<file path="config.mk">
export PLATFORM = sky130hd
export DESIGN_NAME = keyed_record_table
export DESIGN_NICKNAME = d
export VERILOG_FILES = /design/src/design/krt_pkg.sv /design/src/design/krt_ram.sv /design/src/design/krt_ctrl.sv /design/src/design/krt_datapath.sv /design/src/design/keyed_record_table.sv
export VERILOG_INCLUDE_DIRS = /design/src /design/src/design
export SDC_FILE = /design/constraint.sdc
export NUM_CORES = 2
export LEC_CHECK = 0
export ABC_AREA = 1
export BUFFER_PORTS_ARGS = -buffer_cell sky130_fd_sc_hd__buf_2
export CAP_MARGIN = 20
export CORE_MARGIN = 4
export CORE_UTILIZATION = 35
export CTS_CLUSTER_SIZE = 28
export DETAILED_ROUTE_END_ITERATION = 10
export HOLD_SLACK_MARGIN = 0.12
export PLACE_DENSITY_LB_ADDON = 0.05
export SLEW_MARGIN = 40
export SYNTH_ARGS = -nofsm -noshare
export SYNTH_HDL_FRONTEND = slang
export SYNTH_SLANG_ARGS = --single-unit
</file>
<file path="constraint.sdc">
create_clock -name clk_i -period 14.1 [get_ports clk_i]
set_input_delay 3.525 -clock clk_i [delete_from_list [all_inputs] [get_ports clk_i]]
set_output_delay 3.525 -clock clk_i [all_outputs]
set_load 0.05 [all_outputs]
</file>
<file path="src/design/assert_macros.svh">
// Assertion helpers for the design files (included by krt_datapath).
// Both sample on clk_i and stay quiet while rst_ni is low.
`ifndef ASSERT_MACROS_SVH
`define ASSERT_MACROS_SVH

// Same-cycle implication.
`define KRT_ASSERT_NOW(lbl, ante, cons) \
  lbl: assert property (@(posedge clk_i) disable iff (!rst_ni) (ante) |-> (cons)) \
    else $error("assertion failed");

// Next-cycle implication.
`define KRT_ASSERT_NEXT(lbl, ante, cons) \
  lbl: assert property (@(posedge clk_i) disable iff (!rst_ni) (ante) |=> (cons)) \
    else $error("assertion failed");

`endif

</file>
<file path="src/design/krt_pkg.sv">
package krt_pkg;

  localparam int unsigned ENTRIES    = 16;
  localparam int unsigned NAME_BYTES = 8;

  localparam int unsigned KEY_W   = 32;
  localparam int unsigned NAME_W  = 8 * NAME_BYTES;
  localparam int unsigned IDX_W   = (ENTRIES > 1) ? $clog2(ENTRIES) : 1;
  localparam int unsigned COUNT_W = ($clog2(ENTRIES + 1) > 5) ? $clog2(ENTRIES + 1) : 5;
  localparam int unsigned REC_W   = KEY_W + NAME_W;

  typedef enum logic [1:0] {
    OP_INSERT = 2'd0,
    OP_SELECT = 2'd1,
    OP_UPDATE = 2'd2,
    OP_DELETE = 2'd3
  } op_e;

  typedef enum logic [1:0] {
    ST_OK       = 2'd0,
    ST_EXISTS   = 2'd1,
    ST_FULL     = 2'd2,
    ST_NOTFOUND = 2'd3
  } status_e;

  typedef enum logic [1:0] {
    S_IDLE,
    S_READ,
    S_CMP,
    S_FIN
  } state_e;

  // Controller to datapath.
  typedef struct packed {
    logic load;
    logic rd_en;
    logic cmp_en;
    logic idx_inc;
    logic commit;
  } krt_cmd_t;

  // Datapath to controller.
  typedef struct packed {
    logic last_idx;
    logic out_free;
  } krt_sts_t;

endpackage

</file>
<file path="src/design/krt_ram.sv">
module krt_ram #(
  parameter int unsigned WIDTH = 8,
  parameter int unsigned DEPTH = 16
) (
  input  logic                                     clk_i,
  input  logic                                     we_i,
  input  logic [((DEPTH > 1) ? $clog2(DEPTH) : 1)-1:0] waddr_i,
  input  logic [WIDTH-1:0]                         wdata_i,
  input  logic                                     re_i,
  input  logic [((DEPTH > 1) ? $clog2(DEPTH) : 1)-1:0] raddr_i,
  output logic [WIDTH-1:0]                         rdata_o
);

  logic [WIDTH-1:0] mem_q [DEPTH];
  logic [WIDTH-1:0] rdata_q;

  always_ff @(posedge clk_i) begin
    if (we_i) begin
      mem_q[waddr_i] <= wdata_i;
    end
    if (re_i) begin
      rdata_q <= mem_q[raddr_i];
    end
  end

  assign rdata_o = rdata_q;

endmodule

</file>
<file path="src/design/krt_ctrl.sv">
module krt_ctrl
  import krt_pkg::*;
(
  input  logic     clk_i,
  input  logic     rst_ni,
  input  logic     in_valid_i,
  output logic     in_ready_o,
  input  krt_sts_t sts_i,
  output krt_cmd_t cmd_o
);

  state_e state_q, state_d;

  always_ff @(posedge clk_i or negedge rst_ni) begin
    if (!rst_ni) begin
      state_q <= S_IDLE;
    end else begin
      state_q <= state_d;
    end
  end

  always_comb begin
    state_d    = state_q;
    cmd_o      = '0;
    in_ready_o = 1'b0;
    unique case (state_q)
      S_IDLE: begin
        in_ready_o = 1'b1;
        if (in_valid_i) begin
          cmd_o.load = 1'b1;
          state_d    = S_READ;
        end
      end
      S_READ: begin
        cmd_o.rd_en = 1'b1;
        state_d     = S_CMP;
      end
      S_CMP: begin
        cmd_o.cmp_en = 1'b1;
        if (sts_i.last_idx) begin
          state_d = S_FIN;
        end else begin
          cmd_o.idx_inc = 1'b1;
          state_d       = S_READ;
        end
      end
      S_FIN: begin
        // hold the result until the output register frees up
        if (sts_i.out_free) begin
          cmd_o.commit = 1'b1;
          state_d      = S_IDLE;
        end
      end
      default: state_d = S_IDLE;
    endcase
  end

endmodule

</file>
<file path="src/design/krt_datapath.sv">
`include "assert_macros.svh"

module krt_datapath
  import krt_pkg::*;
(
  input  logic                clk_i,
  input  logic                rst_ni,
  input  krt_cmd_t            cmd_i,
  output krt_sts_t            sts_o,
  input  logic [1:0]          opcode_i,
  input  logic signed [31:0]  key_i,
  input  logic [63:0]         name_in_i,
  output logic                out_valid_o,
  input  logic                out_ready_i,
  output logic [1:0]          status_o,
  output logic [63:0]         name_out_o,
  output logic [4:0]          live_count_o
);

  // command registers
  op_e               op_q;
  logic [KEY_W-1:0]  key_q;
  logic [NAME_W-1:0] name_q;

  // scan state
  logic [IDX_W-1:0]  idx_q;
  logic              hit_q;
  logic [IDX_W-1:0]  hit_idx_q;
  logic [NAME_W-1:0] hit_name_q;
  logic              free_q;
  logic [IDX_W-1:0]  free_idx_q;

  // table state
  logic [ENTRIES-1:0] valid_q;
  logic [COUNT_W-1:0] count_q, count_d;

  // result register
  logic              out_valid_q;
  status_e           status_q, status_d;
  logic [NAME_W-1:0] nout_q, nout_d;

  logic              wr_en;
  logic [IDX_W-1:0]  wr_idx;
  logic              set_v, clr_v;
  logic [REC_W-1:0]  rd_rec;
  logic [KEY_W-1:0]  rd_key;
  logic [NAME_W-1:0] rd_name;
  logic              rd_match;

  krt_ram #(
    .WIDTH (REC_W),
    .DEPTH (ENTRIES)
  ) u_ram (
    .clk_i   (clk_i),
    .we_i    (wr_en & cmd_i.commit),
    .waddr_i (wr_idx),
    .wdata_i ({key_q, name_q}),
    .re_i    (cmd_i.rd_en),
    .raddr_i (idx_q),
    .rdata_o (rd_rec)
  );

  assign rd_key   = rd_rec[REC_W-1:NAME_W];
  assign rd_name  = rd_rec[NAME_W-1:0];
  assign rd_match = valid_q[idx_q] && (rd_key == key_q);

  assign sts_o.last_idx = (idx_q == IDX_W'(ENTRIES - 1));
  assign sts_o.out_free = !out_valid_q || out_ready_i;

  always_ff @(posedge clk_i) begin
    if (cmd_i.load) begin
      op_q   <= op_e'(opcode_i);
      key_q  <= key_i;
      name_q <= name_in_i[NAME_W-1:0];
    end
    if (cmd_i.cmp_en && rd_match && !hit_q) begin
      hit_idx_q  <= idx_q;
      hit_name_q <= rd_name;
    end
    if (cmd_i.cmp_en && !valid_q[idx_q] && !free_q) begin
      free_idx_q <= idx_q;
    end
    if (cmd_i.commit) begin
      status_q <= status_d;
      nout_q   <= nout_d;
    end
  end

  always_ff @(posedge clk_i or negedge rst_ni) begin
    if (!rst_ni) begin
      idx_q       <= '0;
      hit_q       <= 1'b0;
      free_q      <= 1'b0;
      valid_q     <= '0;
      count_q     <= '0;
      out_valid_q <= 1'b0;
    end else begin
      if (cmd_i.load) begin
        idx_q  <= '0;
        hit_q  <= 1'b0;
        free_q <= 1'b0;
      end else if (cmd_i.idx_inc) begin
        idx_q <= idx_q + IDX_W'(1);
      end
      if (cmd_i.cmp_en && rd_match) begin
        hit_q <= 1'b1;
      end
      if (cmd_i.cmp_en && !valid_q[idx_q]) begin
        free_q <= 1'b1;
      end
      if (cmd_i.commit) begin
        count_q <= count_d;
        if (set_v) begin
          valid_q[free_idx_q] <= 1'b1;
        end
        if (clr_v) begin
          valid_q[hit_idx_q] <= 1'b0;
        end
      end
      if (cmd_i.commit) begin
        out_valid_q <= 1'b1;
      end else if (out_ready_i) begin
        out_valid_q <= 1'b0;
      end
    end
  end

  // resolve the command from the scan results
  always_comb begin
    status_d = ST_OK;
    nout_d   = '0;
    wr_en    = 1'b0;
    wr_idx   = hit_idx_q;
    set_v    = 1'b0;
    clr_v    = 1'b0;
    count_d  = count_q;
    unique case (op_q)
      OP_INSERT: begin
        priority if (hit_q) begin
          status_d = ST_EXISTS;
        end else if (free_q) begin
          wr_en   = 1'b1;
          wr_idx  = free_idx_q;
          set_v   = 1'b1;
          count_d = count_q + COUNT_W'(1);
        end else begin
          status_d = ST_FULL;
        end
      end
      OP_SELECT: begin
        if (hit_q) begin
          nout_d = hit_name_q;
        end else begin
          status_d = ST_NOTFOUND;
        end
      end
      OP_UPDATE: begin
        if (hit_q) begin
          wr_en = 1'b1;
        end else begin
          status_d = ST_NOTFOUND;
        end
      end
      OP_DELETE: begin
        if (hit_q) begin
          clr_v = 1'b1;
          if (count_q != '0) begin
            count_d = count_q - COUNT_W'(1);
          end
        end else begin
          status_d = ST_NOTFOUND;
        end
      end
      default: status_d = ST_OK;
    endcase
  end

  assign out_valid_o  = out_valid_q;
  assign status_o     = status_q;
  assign name_out_o   = 64'(nout_q);
  assign live_count_o = count_q[4:0];

  `KRT_ASSERT_NOW(a_count_bound, 1'b1, count_q <= COUNT_W'(ENTRIES))
  `KRT_ASSERT_NOW(a_count_matches_valid, 1'b1, $countones(valid_q) == 32'(count_q))
  `KRT_ASSERT_NOW(a_commit_needs_room, cmd_i.commit, !out_valid_q || out_ready_i)
  `KRT_ASSERT_NEXT(a_commit_shows_result, cmd_i.commit, out_valid_q)

endmodule

</file>
<file path="src/design/keyed_record_table.sv">
// Keyed record table: ENTRIES records, each a valid mark, a 32-bit key and a
// name word of NAME_BYTES bytes.
//
// Input channel (in_valid_i / in_ready_o): one beat is one command made of
// opcode_i, key_i and name_in_i. Insert, select, update and delete.
// Output channel (out_valid_o / out_ready_i): one beat per command with
// status_o, name_out_o (stored name on a successful select, zero otherwise)
// and live_count_o (valid records after the command).
//
// Timing: every command scans the whole table through one record RAM with a
// registered read, each entry read and then compared; after the last entry
// the result is committed to the output register, and only after that commit
// is the next command beat taken.
// The scan goes through the RAM's single read port and the compare stage behind it.
//
// Reset clears all valid marks and the live count at once; no clearing pass
// runs, so the first command may be sent right after reset.
// A stalled receiver: the finished result sits in the output register while
// the next command is taken and scanned; that command then holds at its end
// until the output register is free.
module keyed_record_table
  import krt_pkg::*;
(
  input  logic               clk_i,
  input  logic               rst_ni,
  // command beat
  input  logic               in_valid_i,
  output logic               in_ready_o,
  input  logic [1:0]         opcode_i,
  input  logic signed [31:0] key_i,
  input  logic [63:0]        name_in_i,
  // result beat
  output logic               out_valid_o,
  input  logic               out_ready_i,
  output logic [1:0]         status_o,
  output logic [63:0]        name_out_o,
  output logic [4:0]         live_count_o
);

  krt_cmd_t cmd;
  krt_sts_t sts;

  // sequence the scan and the final commit
  krt_ctrl u_ctrl (
    .clk_i      (clk_i),
    .rst_ni     (rst_ni),
    .in_valid_i (in_valid_i),
    .in_ready_o (in_ready_o),
    .sts_i      (sts),
    .cmd_o      (cmd)
  );

  // record storage, key compare, free-slot tracking and result register
  krt_datapath u_datapath (
    .clk_i        (clk_i),
    .rst_ni       (rst_ni),
    .cmd_i        (cmd),
    .sts_o        (sts),
    .opcode_i     (opcode_i),
    .key_i        (key_i),
    .name_in_i    (name_in_i),
    .out_valid_o  (out_valid_o),
    .out_ready_i  (out_ready_i),
    .status_o     (status_o),
    .name_out_o   (name_out_o),
    .live_count_o (live_count_o)
  );

endmodule

</file>
==> summary.txt <==
Logic synthesis
  • Post-Syn Area per Cell: 14.2 um2
  • Syn Nets: 5182
  • Sequential element share of the synthesized area: 78.8%
  • Yosys top cell area share: 77.8%
  • YS warnings: 0
  • Synth Cell Area: 0.0721 mm2
  • Post-synthesis register bit count: 1898
  • Synth unique cells: 35
  • Cells after Synth: 5070
  • Largest area contributor in the netlist: edfxtp_1
  • Top cells by area, synth: edfxtp_1 78%, o21ai_0 5.1%, nor2_1 4.9%

Clocking
  • Total CTS buffers: 210
  • H-Tree Depth: 4
  • Total clock sinks: 1898
  • CTS root buffer: clkbuf_16
  • CTS tree: yes
  • Clk slew on worst S/H paths: 0.06 ns
  • Post-cts gate resize count: 0
  • Worst skew pair latency: 0.84 ns
  • Clock Path Buffers: 3
  • Hold buffers post-CTS: 0
  • Setup bufs post-CTS: 0

Setup path
  • WP data required: 14.55 ns
  • Arrival time at the worst endpoint: 7.20 ns
  • Startpoint types: input pin
  • CP endpoint kind: register
  • WS Path Type: in2reg
  • Critical Path Fanout Max: 44

Pwr
  • P per Cell Area: 191 mW/mm2
  • Seq pwr share: 42.1%
  • Switching share of power: 33.2%
  • Leakage: 26.9 nW
  • P_int: 0.0105 W
  • VDD IR max: 0.164 mV
  • Clk pwr share: 33.7%
  • Psw: 0.00523 W
  • Comb power frac: 24.2%
  • Final Total Pwr: 0.0157 W

Detailed routing
  • Via count: 41700
  • Drt wl/cell: 24.3 um
  • Iteration-0 DRC Markers: 3116
  • Final ANT Viol Nets: 0
  • Drt pass-1 iters: 5
  • Via density: 5.15
  • WL final: 197 mm
  • DRC viols: 0

Global routing
  • Global-route wire length before repair: 289 mm
  • Initial antenna violation count: 4
  • Total congestion overflow: 0
  • GRT Util Overall: 18.3%
  • Vias in the first global route: 41900
  • Largest net degree at the start of global routing: 165

Timing
  • Final setup fails: 0
  • Minimum clock period: 6.75 ns
  • Clock Skew: 0.0357 ns
  • Max Slew Vio Count: 0
  • Least-Margin Pin Slew: 0.850 ns
  • Final WS setup: 7.35 ns
  • RSZ-0062 raised after global routing: no
  • FMAX: 0.148 GHz
  • Setup tns final: 0 ns
  • Tcrit/Tclk final: 47.9%
  • Fin. Hold Viols: 0
  • Slew margin rel.: 43.4%
  • WHS: 0.414 ns

Die
  • Rows: 166
  • Chip Width: 462 um
  • Initial core utilization: 35.2%
  • Die Y: 462 um
  • Die area: 0.213 mm2
  • # IOs: 175
  • Core ar.: 0.205 mm2

Place
  • Port bufs: 174
  • RePlAce Congestion: 0.733
  • Hpwl dp: 102 mm
  • Setup WS pre-CTS: 6.10 ns

Layout
  • Most common cell after layout, fill and taps aside: edfxtp_1
  • Most frequent cells in the layout: 1868 x edfxtp_1, 918 x nor2_1, 730 x o21ai_0, 297 x nand2_1, 239 x o22ai_1
  • Share of layout cells above drive strength 1: 10.8%
  • Fin nets: 5345
  • Syn-to-layout area delta: 14.5%
  • Fillers: 19100

Status
  • Status: completed

Job
  • Max cap viols: 0

Worst hold path
  • Tightest Hold Check Type: reg2reg
[area by class of cell]
type                    instances  area (um2)  area share [%]
well taps                    2688        3360            4.07
clock buffers                 267        5530            6.70
repair buffers                270        1870            2.27
inverters                     154         617           0.747
flip-flops and latches       1898       56900            68.8
multi-input cells            2699       13200            16.0
clock inverters               120        1090            1.33
diodes                          1        2.50         0.00303
[flip-flops by register name (all words and copies together), names as in the netlist, 4 cells and up]
register	flops
u_datapath.u_ram.mem_q	1536
u_datapath.u_ram.rdata_o	96
u_datapath.hit_name_q	64
u_datapath.name_out_o	64
u_datapath.name_q	64
u_datapath.key_q	32
u_datapath.valid_q	16
u_datapath.live_count_o	5
u_datapath.free_idx_q	4
u_datapath.hit_idx_q	4
u_datapath.idx_q	4
[power by group through the flow]
stage	Combinational (W)	Clock (W)	Sequential [W]
6_report	0.00381	0.00531	0.00663
5_1_grt	0.00426	0.00571	0.00665
4_1_cts	0.00389	0.00548	0.00664
3_5_place_dp	0.00389	0	0.00675
3_3_place_gp	0.00386	0	0.00676
2_1_floorplan	0.00258	0	0.00671
[through the flow]
| step | std cells | util, % | cell area, um2 |
|---|---|---|---|
| 2_1_floorplan | 5070 | - | 72100 |
| 3_3_place_gp | 7698 | 37.0 | 75700 |
| 3_5_place_dp | 7707 | 37.1 | 75900 |
| 4_1_cts | 8094 | 40.3 | 82500 |
| 5_1_grt | 8097 | 40.3 | 82600 |
| 6_report | 8097 | 40.3 | 82600 |
[cells by family (layout without fill, tap and decap cells)]
logic type,count (synthesis),after routing,synth area share (%)
adders and majority gates,10,10,0.184
xor gates and xnor gates,17,17,0.207
AOI/OAI and AO/OA,1250,1250,10.0
other,0,1,0
buffers and inverters,473,811,3.00
DFF,1898,1898,78.8
and+or+nand+nor,1422,1422,7.77
[synth_stat cells (all sizes together)]
cell	n
a211oi	2
a21oi	11
a31oi	7
a32oi	2
buf	146
clkbuf	173
dfrtp	30
edfxtp	1868
fa	1
ha	9
inv	154
nand2	300
nand3	172
nand3b	1
nand4	4
nor2	935
nor3	8
nor4	2
o211ai	82
o21ai	795
o221ai	112
o22ai	239
xnor2	14
xor2	3
[metal layers]
layer | share of wire, % | global-route usage (%) | wire, um | vias to the layer above
li1 | - | - | - | 19200
met1 | 47 | 25.9 | 92400 | 21400
met2 | 47 | 29.8 | 92900 | 853
met3 | 4.0 | 2.67 | 7780 | 241
met4 | 1.9 | 4.36 | 3760 | 0
met5 | 0 | 0 | 0 | -
[worst paths after layout]
check,start,to,slack (ns),cells after the start
min in group asynchronous,rst_ni,u_datapath.valid_q[6],2.65,1
worst min register to register,u_datapath.u_ram.rdata_o[42],u_datapath.hit_name_q[42],0.41,0
max in group asynchronous,rst_ni,u_datapath.idx_q[0],11.08,1
worst max-delay path,out_ready_i,u_datapath.u_ram.mem_q[6][74],7.35,12
worst max register to register,u_datapath.idx_q[0],u_datapath.u_ram.rdata_o[46],9.49,8
worst min-delay path,u_datapath.u_ram.rdata_o[42],u_datapath.hit_name_q[42],0.41,0
[critical path, cell delays in order]
cell     delay [ns]
buf_2          0.08
nor2_1         0.07
nor2_4         0.07
buf_4          0.48
nand2_1        0.24
nand2_1        0.28
nand3_1        0.36
nor2_4         0.28
buf_8          0.21
buf_8          0.16
buf_4          0.51
buf_4          0.69
(Power assumes the default switching activity.)
